==> src/rtl/pf2_pkg.sv <==
// Shared types and constants for the two-objective Pareto filter.
package pf2_pkg;

   localparam int VALUE_W = 32;
   localparam int SUM_W   = 40;

   // Starting bound of the best-sum search: 10000000 in 16-fraction-bit fixed point.
   localparam logic [SUM_W-1:0] BEST_START = 40'd10000000 << 16;

   typedef struct packed {
      logic [VALUE_W-1:0] fitness_value;
      logic [VALUE_W-1:0] cost_value;
      logic               last_entry;
   } req_type;

   typedef struct packed {
      logic [4:0] entry_index;
      logic       kept;
      logic [5:0] survivor_count;
      logic [4:0] best_entry;
      logic       final_result;
   } rsp_type;

   typedef struct packed {
      logic wr_en;
      logic rd_en;
   } mem_ctl_type;

   typedef enum logic [1:0] {
      ST_LOAD,
      ST_READ_I,
      ST_WAIT_I,
      ST_SCAN
   } state_type;

endpackage

==> src/rtl/pf2_store.sv <==
// Entry store: one write port and one registered read port for (fitness, cost) pairs.
module pf2_store #(
   parameter int ENTRIES = 32
) (
   input  logic                                 clock,
   input  pf2_pkg::mem_ctl_type                 mem_ctl,
   input  logic [$clog2(ENTRIES)-1:0]           mem_addr,
   input  logic [2*pf2_pkg::VALUE_W-1:0]        mem_wdata,
   output logic [2*pf2_pkg::VALUE_W-1:0]        mem_rdata
);

   logic [2*pf2_pkg::VALUE_W-1:0] entry_mem [ENTRIES];
   logic [2*pf2_pkg::VALUE_W-1:0] rd_data_ff;

   always_ff @(posedge clock) begin
      if (mem_ctl.wr_en) begin
         entry_mem[mem_addr] <= mem_wdata;
      end
   end

   always_ff @(posedge clock) begin
      if (mem_ctl.rd_en) begin
         rd_data_ff <= entry_mem[mem_addr];
      end
   end

   assign mem_rdata = rd_data_ff;

endmodule

==> src/rtl/pf2_ctrl.sv <==
// Load sequencing, dominance scan, elimination flags and result register.
module pf2_ctrl #(
   parameter int ENTRIES = 32
) (
   input  logic                                 clock,
   input  logic                                 reset,
   input  logic                                 start,
   input  pf2_pkg::req_type                     req_item,
   output logic                                 busy,
   output pf2_pkg::mem_ctl_type                 mem_ctl,
   output logic [$clog2(ENTRIES)-1:0]           mem_addr,
   output logic [2*pf2_pkg::VALUE_W-1:0]        mem_wdata,
   input  logic [2*pf2_pkg::VALUE_W-1:0]        mem_rdata,
   output logic                                 rsp_strobe,
   output pf2_pkg::rsp_type                     rsp_item
);

   localparam int ADDR_W = $clog2(ENTRIES);
   localparam int CNT_W  = $clog2(ENTRIES + 1);
   localparam int VW     = pf2_pkg::VALUE_W;

   pf2_pkg::state_type state_ff, state_in;

   logic [CNT_W-1:0]           count_ff, count_in;
   logic [CNT_W-1:0]           n_ff, n_in;
   logic [ADDR_W-1:0]          i_ff, i_in;
   logic [CNT_W-1:0]           j_ff, j_in;
   logic [ADDR_W-1:0]          rd_idx_ff, rd_idx_in;
   logic [VW-1:0]              fi_ff, fi_in;
   logic [VW-1:0]              ci_ff, ci_in;
   logic [ENTRIES-1:0]         elim_ff, elim_in;
   logic [CNT_W-1:0]           surv_ff, surv_in;
   logic [pf2_pkg::SUM_W-1:0]  best_sum_ff, best_sum_in;
   logic [ADDR_W-1:0]          best_idx_ff, best_idx_in;
   logic                       rsp_strobe_ff, rsp_strobe_in;
   pf2_pkg::rsp_type           rsp_item_ff, rsp_item_in;

   logic                       accept;
   logic                       has_room;
   logic [CNT_W-1:0]           n_load;
   logic [VW-1:0]              rd_fit;
   logic [VW-1:0]              rd_cost;
   logic                       hit;
   logic                       last_cmp;
   logic                       scan_done;
   logic                       last_i;
   logic [pf2_pkg::SUM_W-1:0]  sum;
   logic                       take_best;
   logic [CNT_W-1:0]           surv_next;
   logic [ADDR_W-1:0]          best_idx_next;

   assign accept    = start && (state_ff == pf2_pkg::ST_LOAD);
   assign has_room  = count_ff < CNT_W'(ENTRIES);
   assign n_load    = count_ff + CNT_W'(has_room);
   assign rd_fit    = mem_rdata[2*VW-1:VW];
   assign rd_cost   = mem_rdata[VW-1:0];
   assign hit       = (rd_idx_ff != i_ff) && !elim_ff[rd_idx_ff]
                      && (fi_ff >= rd_fit) && (ci_ff >= rd_cost);
   assign last_cmp  = CNT_W'(rd_idx_ff) == (n_ff - CNT_W'(1));
   assign scan_done = (state_ff == pf2_pkg::ST_SCAN) && (hit || last_cmp);
   assign last_i    = CNT_W'(i_ff) == (n_ff - CNT_W'(1));
   assign sum       = pf2_pkg::SUM_W'({1'b0, fi_ff} + {1'b0, ci_ff});
   assign take_best = !hit && (sum < best_sum_ff);
   assign surv_next = surv_ff + CNT_W'(!hit);
   assign best_idx_next = take_best ? i_ff : best_idx_ff;

   // next state
   always_comb begin
      state_in = state_ff;
      case (state_ff)
         pf2_pkg::ST_LOAD: begin
            if (accept && req_item.last_entry) begin
               state_in = pf2_pkg::ST_READ_I;
            end
         end
         pf2_pkg::ST_READ_I: begin
            state_in = pf2_pkg::ST_WAIT_I;
         end
         pf2_pkg::ST_WAIT_I: begin
            state_in = pf2_pkg::ST_SCAN;
         end
         pf2_pkg::ST_SCAN: begin
            if (scan_done) begin
               state_in = last_i ? pf2_pkg::ST_LOAD : pf2_pkg::ST_READ_I;
            end
         end
         default: begin
            state_in = pf2_pkg::ST_LOAD;
         end
      endcase
   end

   // store access
   always_comb begin
      mem_ctl.wr_en = 1'b0;
      mem_ctl.rd_en = 1'b0;
      mem_addr      = '0;
      mem_wdata     = {req_item.fitness_value, req_item.cost_value};
      case (state_ff)
         pf2_pkg::ST_LOAD: begin
            mem_ctl.wr_en = accept && has_room;
            mem_addr      = ADDR_W'(count_ff);
         end
         pf2_pkg::ST_READ_I: begin
            mem_ctl.rd_en = 1'b1;
            mem_addr      = i_ff;
         end
         pf2_pkg::ST_WAIT_I: begin
            mem_ctl.rd_en = 1'b1;
            mem_addr      = '0;
         end
         pf2_pkg::ST_SCAN: begin
            mem_ctl.rd_en = j_ff < n_ff;
            mem_addr      = ADDR_W'(j_ff);
         end
         default: begin
            mem_ctl.rd_en = 1'b0;
         end
      endcase
   end

   // datapath next values
   always_comb begin
      count_in      = count_ff;
      n_in          = n_ff;
      i_in          = i_ff;
      j_in          = j_ff;
      rd_idx_in     = mem_ctl.rd_en ? mem_addr : rd_idx_ff;
      fi_in         = fi_ff;
      ci_in         = ci_ff;
      elim_in       = elim_ff;
      surv_in       = surv_ff;
      best_sum_in   = best_sum_ff;
      best_idx_in   = best_idx_ff;
      rsp_strobe_in = scan_done;
      rsp_item_in   = rsp_item_ff;

      if (accept) begin
         count_in = n_load;
         if (req_item.last_entry) begin
            n_in        = n_load;
            i_in        = '0;
            elim_in     = '0;
            surv_in     = '0;
            best_sum_in = pf2_pkg::BEST_START;
            best_idx_in = '0;
         end
      end

      if (state_ff == pf2_pkg::ST_WAIT_I) begin
         fi_in = rd_fit;
         ci_in = rd_cost;
         j_in  = CNT_W'(1);
      end

      if ((state_ff == pf2_pkg::ST_SCAN) && (j_ff < n_ff)) begin
         j_in = j_ff + CNT_W'(1);
      end

      if (scan_done) begin
         elim_in[i_ff]  = hit;
         surv_in        = surv_next;
         best_idx_in    = best_idx_next;
         if (take_best) begin
            best_sum_in = sum;
         end
         rsp_item_in.entry_index    = 5'(i_ff);
         rsp_item_in.kept           = !hit;
         rsp_item_in.survivor_count = last_i ? 6'(surv_next) : 6'd0;
         rsp_item_in.best_entry     = last_i ? 5'(best_idx_next) : 5'd0;
         rsp_item_in.final_result   = last_i;
         if (last_i) begin
            count_in = '0;
         end else begin
            i_in = i_ff + ADDR_W'(1);
         end
      end
   end

   always_ff @(posedge clock) begin
      if (reset) begin
         state_ff      <= pf2_pkg::ST_LOAD;
         count_ff      <= '0;
         elim_ff       <= '0;
         rsp_strobe_ff <= 1'b0;
      end else begin
         state_ff      <= state_in;
         count_ff      <= count_in;
         elim_ff       <= elim_in;
         rsp_strobe_ff <= rsp_strobe_in;
      end
   end

   always_ff @(posedge clock) begin
      n_ff        <= n_in;
      i_ff        <= i_in;
      j_ff        <= j_in;
      rd_idx_ff   <= rd_idx_in;
      fi_ff       <= fi_in;
      ci_ff       <= ci_in;
      surv_ff     <= surv_in;
      best_sum_ff <= best_sum_in;
      best_idx_ff <= best_idx_in;
      rsp_item_ff <= rsp_item_in;
   end

   assign busy       = state_ff != pf2_pkg::ST_LOAD;
   assign rsp_strobe = rsp_strobe_ff;
   assign rsp_item   = rsp_item_ff;

endmodule

==> src/rtl/pareto_filter_two_objective.sv <==
// Top level of the two-objective Pareto filter.
// Pairs load one per cycle while busy is low. The pair that carries last_entry starts
// the elimination pass and raises busy. The pass reads the entry store through its single
// read port: entry i is fetched first and then compared against each stored entry in
// turn, stopping at the first entry that dominates it. Each entry's result leaves on
// rsp_strobe for one cycle, in the cycle after its scan ends; the final one also carries
// the survivor count and best index, and busy is already low in that same cycle. Results
// cannot be held off, and there is no clearing pass after reset.
module pareto_filter_two_objective #(
   parameter int ENTRIES = 32
) (
   input  logic              clock,
   input  logic              reset,
   input  logic              start,
   output logic              busy,
   input  pf2_pkg::req_type  req_item,
   output logic              rsp_strobe,
   output pf2_pkg::rsp_type  rsp_item
);

   pf2_pkg::mem_ctl_type                mem_ctl;
   logic [$clog2(ENTRIES)-1:0]          mem_addr;
   logic [2*pf2_pkg::VALUE_W-1:0]       mem_wdata;
   logic [2*pf2_pkg::VALUE_W-1:0]       mem_rdata;

   pf2_store #(
      .ENTRIES (ENTRIES)
   ) u_store (
      .clock     (clock),
      .mem_ctl   (mem_ctl),
      .mem_addr  (mem_addr),
      .mem_wdata (mem_wdata),
      .mem_rdata (mem_rdata)
   );

   pf2_ctrl #(
      .ENTRIES (ENTRIES)
   ) u_ctrl (
      .clock      (clock),
      .reset      (reset),
      .start      (start),
      .req_item   (req_item),
      .busy       (busy),
      .mem_ctl    (mem_ctl),
      .mem_addr   (mem_addr),
      .mem_wdata  (mem_wdata),
      .mem_rdata  (mem_rdata),
      .rsp_strobe (rsp_strobe),
      .rsp_item   (rsp_item)
   );

endmodule
==> config.mk <==
export PLATFORM = sky130hd
export DESIGN_NAME = pareto_filter_two_objective
export DESIGN_NICKNAME = d
export VERILOG_FILES = /design/src/rtl/pf2_pkg.sv /design/src/rtl/pf2_store.sv /design/src/rtl/pf2_ctrl.sv /design/src/rtl/pareto_filter_two_objective.sv
export SDC_FILE = /design/constraint.sdc
export NUM_CORES = 2
export LEC_CHECK = 0
export BUFFER_PORTS_ARGS = -buffer_cell sky130_fd_sc_hd__buf_2
export CAP_MARGIN = 0
export CORE_MARGIN = 1
export CORE_UTILIZATION = 57
export CTS_CLUSTER_DIAMETER = 40
export CTS_CLUSTER_SIZE = 24
export DETAILED_ROUTE_END_ITERATION = 10
export GPL_TIMING_DRIVEN = 0
export PLACE_DENSITY_LB_ADDON = 0.12
export SYNTH_ARGS = -nofsm -noshare
export SYNTH_HDL_FRONTEND = slang
export SYNTH_SLANG_ARGS = --single-unit
==> constraint.sdc <==
create_clock -name clock -period 5.17 [get_ports clock]
set_clock_uncertainty 0.1 [all_clocks]
set_input_delay 1.034 -clock clock [delete_from_list [all_inputs] [get_ports clock]]
set_output_delay 1.034 -clock clock [all_outputs]
set_load 0.005 [all_outputs]
==> metrics <==
vias per cell between 6 and 7; Synth area leader edfxtp_1; worst r2r dst u_store.mem_rdata[30]; number of buffers created by CTS 305; Critical Path RT between 5000 and 6000 ps; flop2flop setup slack 30 ps; Layout area overhead 19.1%; Hold EP u_ctrl.fi_ff[30]; Slew @ Worst Pin approximately 1600 ps; Nets between 5000 and 6000; first-pass GRT wire length 380000 um; Pins Over Slew Limit 45; Top Metal Used met5; ratio of cells with drive above 1 in the final layout between 20 and 30%; Row Count 146; Mean Syn Cell Area just over 20 um2; PortBufs 86; Hold Path Origin u_store.mem_rdata[62]; Logic pwr share between 20% and 30%; remaining global-route overflow 0; Clk network pwr share 38.3%; Worst R2R Path Depth 11; async set or reset register ratio after synthesis 0%; fill count 9960; post-route setup TNS 0 ps; Post-synth EDFFs approximately 2200; cell area power density ~500 mW/mm2; Final Cell Area roughly 0.11 mm2; Max Fclk 194 MHz; io pins 88; Seq/Total Area, Yosys between 70% and 80%; VDD IR max about 0.00039 V; DR iter-0 viols between 8000 and 9000; pin count of the biggest net entering global routing 40; CP Max Fanout 10; register share of total power about two fifths; status finished, violations left; Net Sw Frac between 20 and 30%; area of the multi-input gates around 0.021 mm2; post-route ant nets 0; clock latency on the worst-skew pair 930 ps; GRT Total Usage between 30 and 40%; CTS tree built; pre-CTS setup slack -1390 ps; Vias between 50000 and 60000; Primary FF master, synth edfxtp_1; HP Class flop to flop; Max Cap Viol 4; Reg-to-Reg Start u_ctrl.i_ff[1]; core area approximately 0.16 mm2; Die X around 400 um; worst setup path class flop to flop; final setup violation count 0; Post-Syn Nets between 4000 and 5000; yosys synthesis warning count 0; Die Y between 400 and 500 um; WL final roughly 280000 um; Post-Synthesis Cells ~4500; die footprint between 0.15 and 0.2 mm2; Clock Pin Slew Worst Setup and Hold Paths approximately 60 ps; Initial DRT Pass Iterations 6; initial antenna violation count 25; Yosys reg bits roughly 2300; DP Area ~0.097 mm2; final period utilization between 90% and 100%; Netlist cell types 74; DRC violations left 0; H-Tree Depth 5; Relative slew margins -6.50%; WHS Path Cells 0; register area 0.0684 mm2; PnR worst setup slack ~27 ps; GP Congestion a little under 0.9; Leak 0.0355 uW; Avg WL per Cell around 38 um; hpwl dp between 150000 and 200000 um; synth top area cells edfxtp_1 (74%), mux4_2 (13%), ha_1 (2.0%); clk root buf clkbuf_16; vias in the first global route between 40000 and 50000; fin crit period around 5000 ps; Int Power between 30000 and 40000 uW; Bufs on Longest Clock Path 4; Crit path arrival time about 5500 ps; post-synth top area share 73.6%; routed length on met2 between 100000 and 150000 um; Cell Area, Synth slightly above 0.09 mm2; final hold viol count 0; Setup crit end kind flop; failing checks capacitance limit, slew limit; met3 routed WL roughly 32000 um; Initial Util around 57%; M1 wire length slightly above 100000 um; Psw about 16000 uW; crit path launch type flop; clock sink count approximately 2300
==> stage by stage <==
step | hold slack (ps) | util (%) | power [uW] | std cells
2_1_floorplan | 306 | - | 29400 | 4476
3_5_place_dp | 319 | 61.3 | 33700 | 6768
5_1_grt | 350 | 68.2 | 56200 | 7357
4_1_cts | 338 | 68.0 | 54600 | 7344
6_report | 332 | 68.2 | 54800 | 7367
3_3_place_gp | 330 | 59.2 | 33200 | 6634
==> cells in the mapped netlist (10+ instances only) <==
| master | number |
|---|---|
| a211oi_1 | 14 |
| a21o_1 | 26 |
| a21oi_1 | 122 |
| a22oi_1 | 204 |
| buf_1 | 13 |
| buf_2 | 62 |
| clkbuf_1 | 141 |
| dfxtp_1 | 86 |
| edfxtp_1 | 2222 |
| ha_1 | 148 |
| inv_1 | 132 |
| mux2_2 | 33 |
| mux2i_1 | 24 |
| mux4_2 | 521 |
| nand2_1 | 137 |
| nand2b_1 | 14 |
| nand3_1 | 54 |
| nand4_1 | 91 |
| nor2_1 | 128 |
| nor3_1 | 21 |
| o211ai_1 | 37 |
| o21a_1 | 12 |
| o21ai_0 | 34 |
| or4_1 | 10 |
| xnor2_1 | 38 |
| xor2_1 | 25 |
==> critical path: stages (launching register included) <==
cell and delay [ps]:
dfxtp_1 390, clkbuf_1 430, a22oi_1 190, o21ai_1 300, buf_4 290, buf_2 330, clkbuf_2 370, buf_8 220
clkbuf_1 840, mux4_2 420, a22oi_1 270, nand4_1 500
==> how the worst max path moves through the flow <==
stage / from / endpoint / cells after the start
2_1_floorplan: u_ctrl.state_ff[0] / u_store.entry_mem[10][0] / 11
3_3_place_gp: u_ctrl.state_ff[0] / u_store.entry_mem[10][34] / 11
3_5_place_dp: u_ctrl.state_ff[0] / u_store.entry_mem[22][13] / 15
4_1_cts: u_ctrl.ci_ff[16] / u_ctrl.best_sum_ff[21] / 22
5_1_grt: u_ctrl.ci_ff[18] / u_ctrl.best_sum_ff[38] / 22
6_report: u_ctrl.i_ff[1] / u_store.mem_rdata[30] / 11
==> metal layers <==
metal  up-vias  GRT usage, %
met5         -             0
met4        26          15.7
met3       741          8.41
met2      3653          52.5
met1     26500          47.6
li1      19900             -
==> state kept, by name (all words and copies together), names as in the netlist, 6 cells and up <==
signal / count
u_ctrl.rsp_item: 18
u_ctrl.best_sum_ff: 40
u_ctrl.elim_ff: 32
u_ctrl.surv_ff: 6
u_ctrl.n_ff: 6
u_ctrl.j_ff: 6
u_store.entry_mem: 2048
u_store.mem_rdata: 64
u_ctrl.count_ff: 6
u_ctrl.fi_ff: 32
u_ctrl.ci_ff: 32
==> cell type report <==
class	count	share of cell area (%)
sequential	2308	63.4
tap	2072	2.40
clock buffer	327	7.22
inverter	138	0.480
clock inverter	208	2.12
timing repair buffer	279	3.68
multi-input combinational	1806	19.7
antenna	11	0.0255
buffer	218	0.976
==> power groups by stage <==
stage,logic [uW],registers [uW],clock network [uW]
2_1_floorplan,7210,22100,0
3_3_place_gp,10900,22300,0
3_5_place_dp,11500,22200,0
4_1_cts,11700,21800,21100
5_1_grt,12500,21900,21800
6_report,12000,21900,21000
==> what timing repair did <==
item | in CTS | in global routing
gates cloned | 2 | 0
resized for setup | 48 | 51
hold buffers | 0 | 0
setup endpoints to repair | 2152 | 228
setup buffers | 41 | 16
pin swaps | 28 | 16
==> placed cells by master, fill, tap and decap left out, types with 29 or more instances in the layout <==
cell / instances
xnor2_1: 37
clkinvlp_4: 34
nor2_1: 95
clkbuf_16: 309
a21oi_1: 115
ha_1: 140
inv_6: 43
buf_12: 97
buf_2: 139
inv_1: 132
edfxtp_1: 2222
mux4_2: 521
nand3_1: 53
buf_4: 56
nand2_1: 132
a22oi_1: 204
clkbuf_1: 108
clkbuf_2: 42
o211ai_1: 37
buf_16: 40
o21ai_0: 29
nor2_4: 32
mux2_2: 33
dfxtp_1: 86
nand4_1: 91
==> cell families (layout without fill, tap and decap cells) <==
logic type               after synthesis  in the layout  synth area share, %
AND/OR/NAND/NOR                      491            491                 2.58
multiplexers                         579            579                 13.6
XOR/XNOR                              63             63                0.609
flip-flops                          2308           2308                 75.5
adder cells (fa/ha/maj)              149            149                 2.06
other                                  0             11                    0
buffers and inverters                362           1170                 1.63
AO/OA/AOI/OAI                        524            524                 4.00
(Power assumes the default switching activity.)
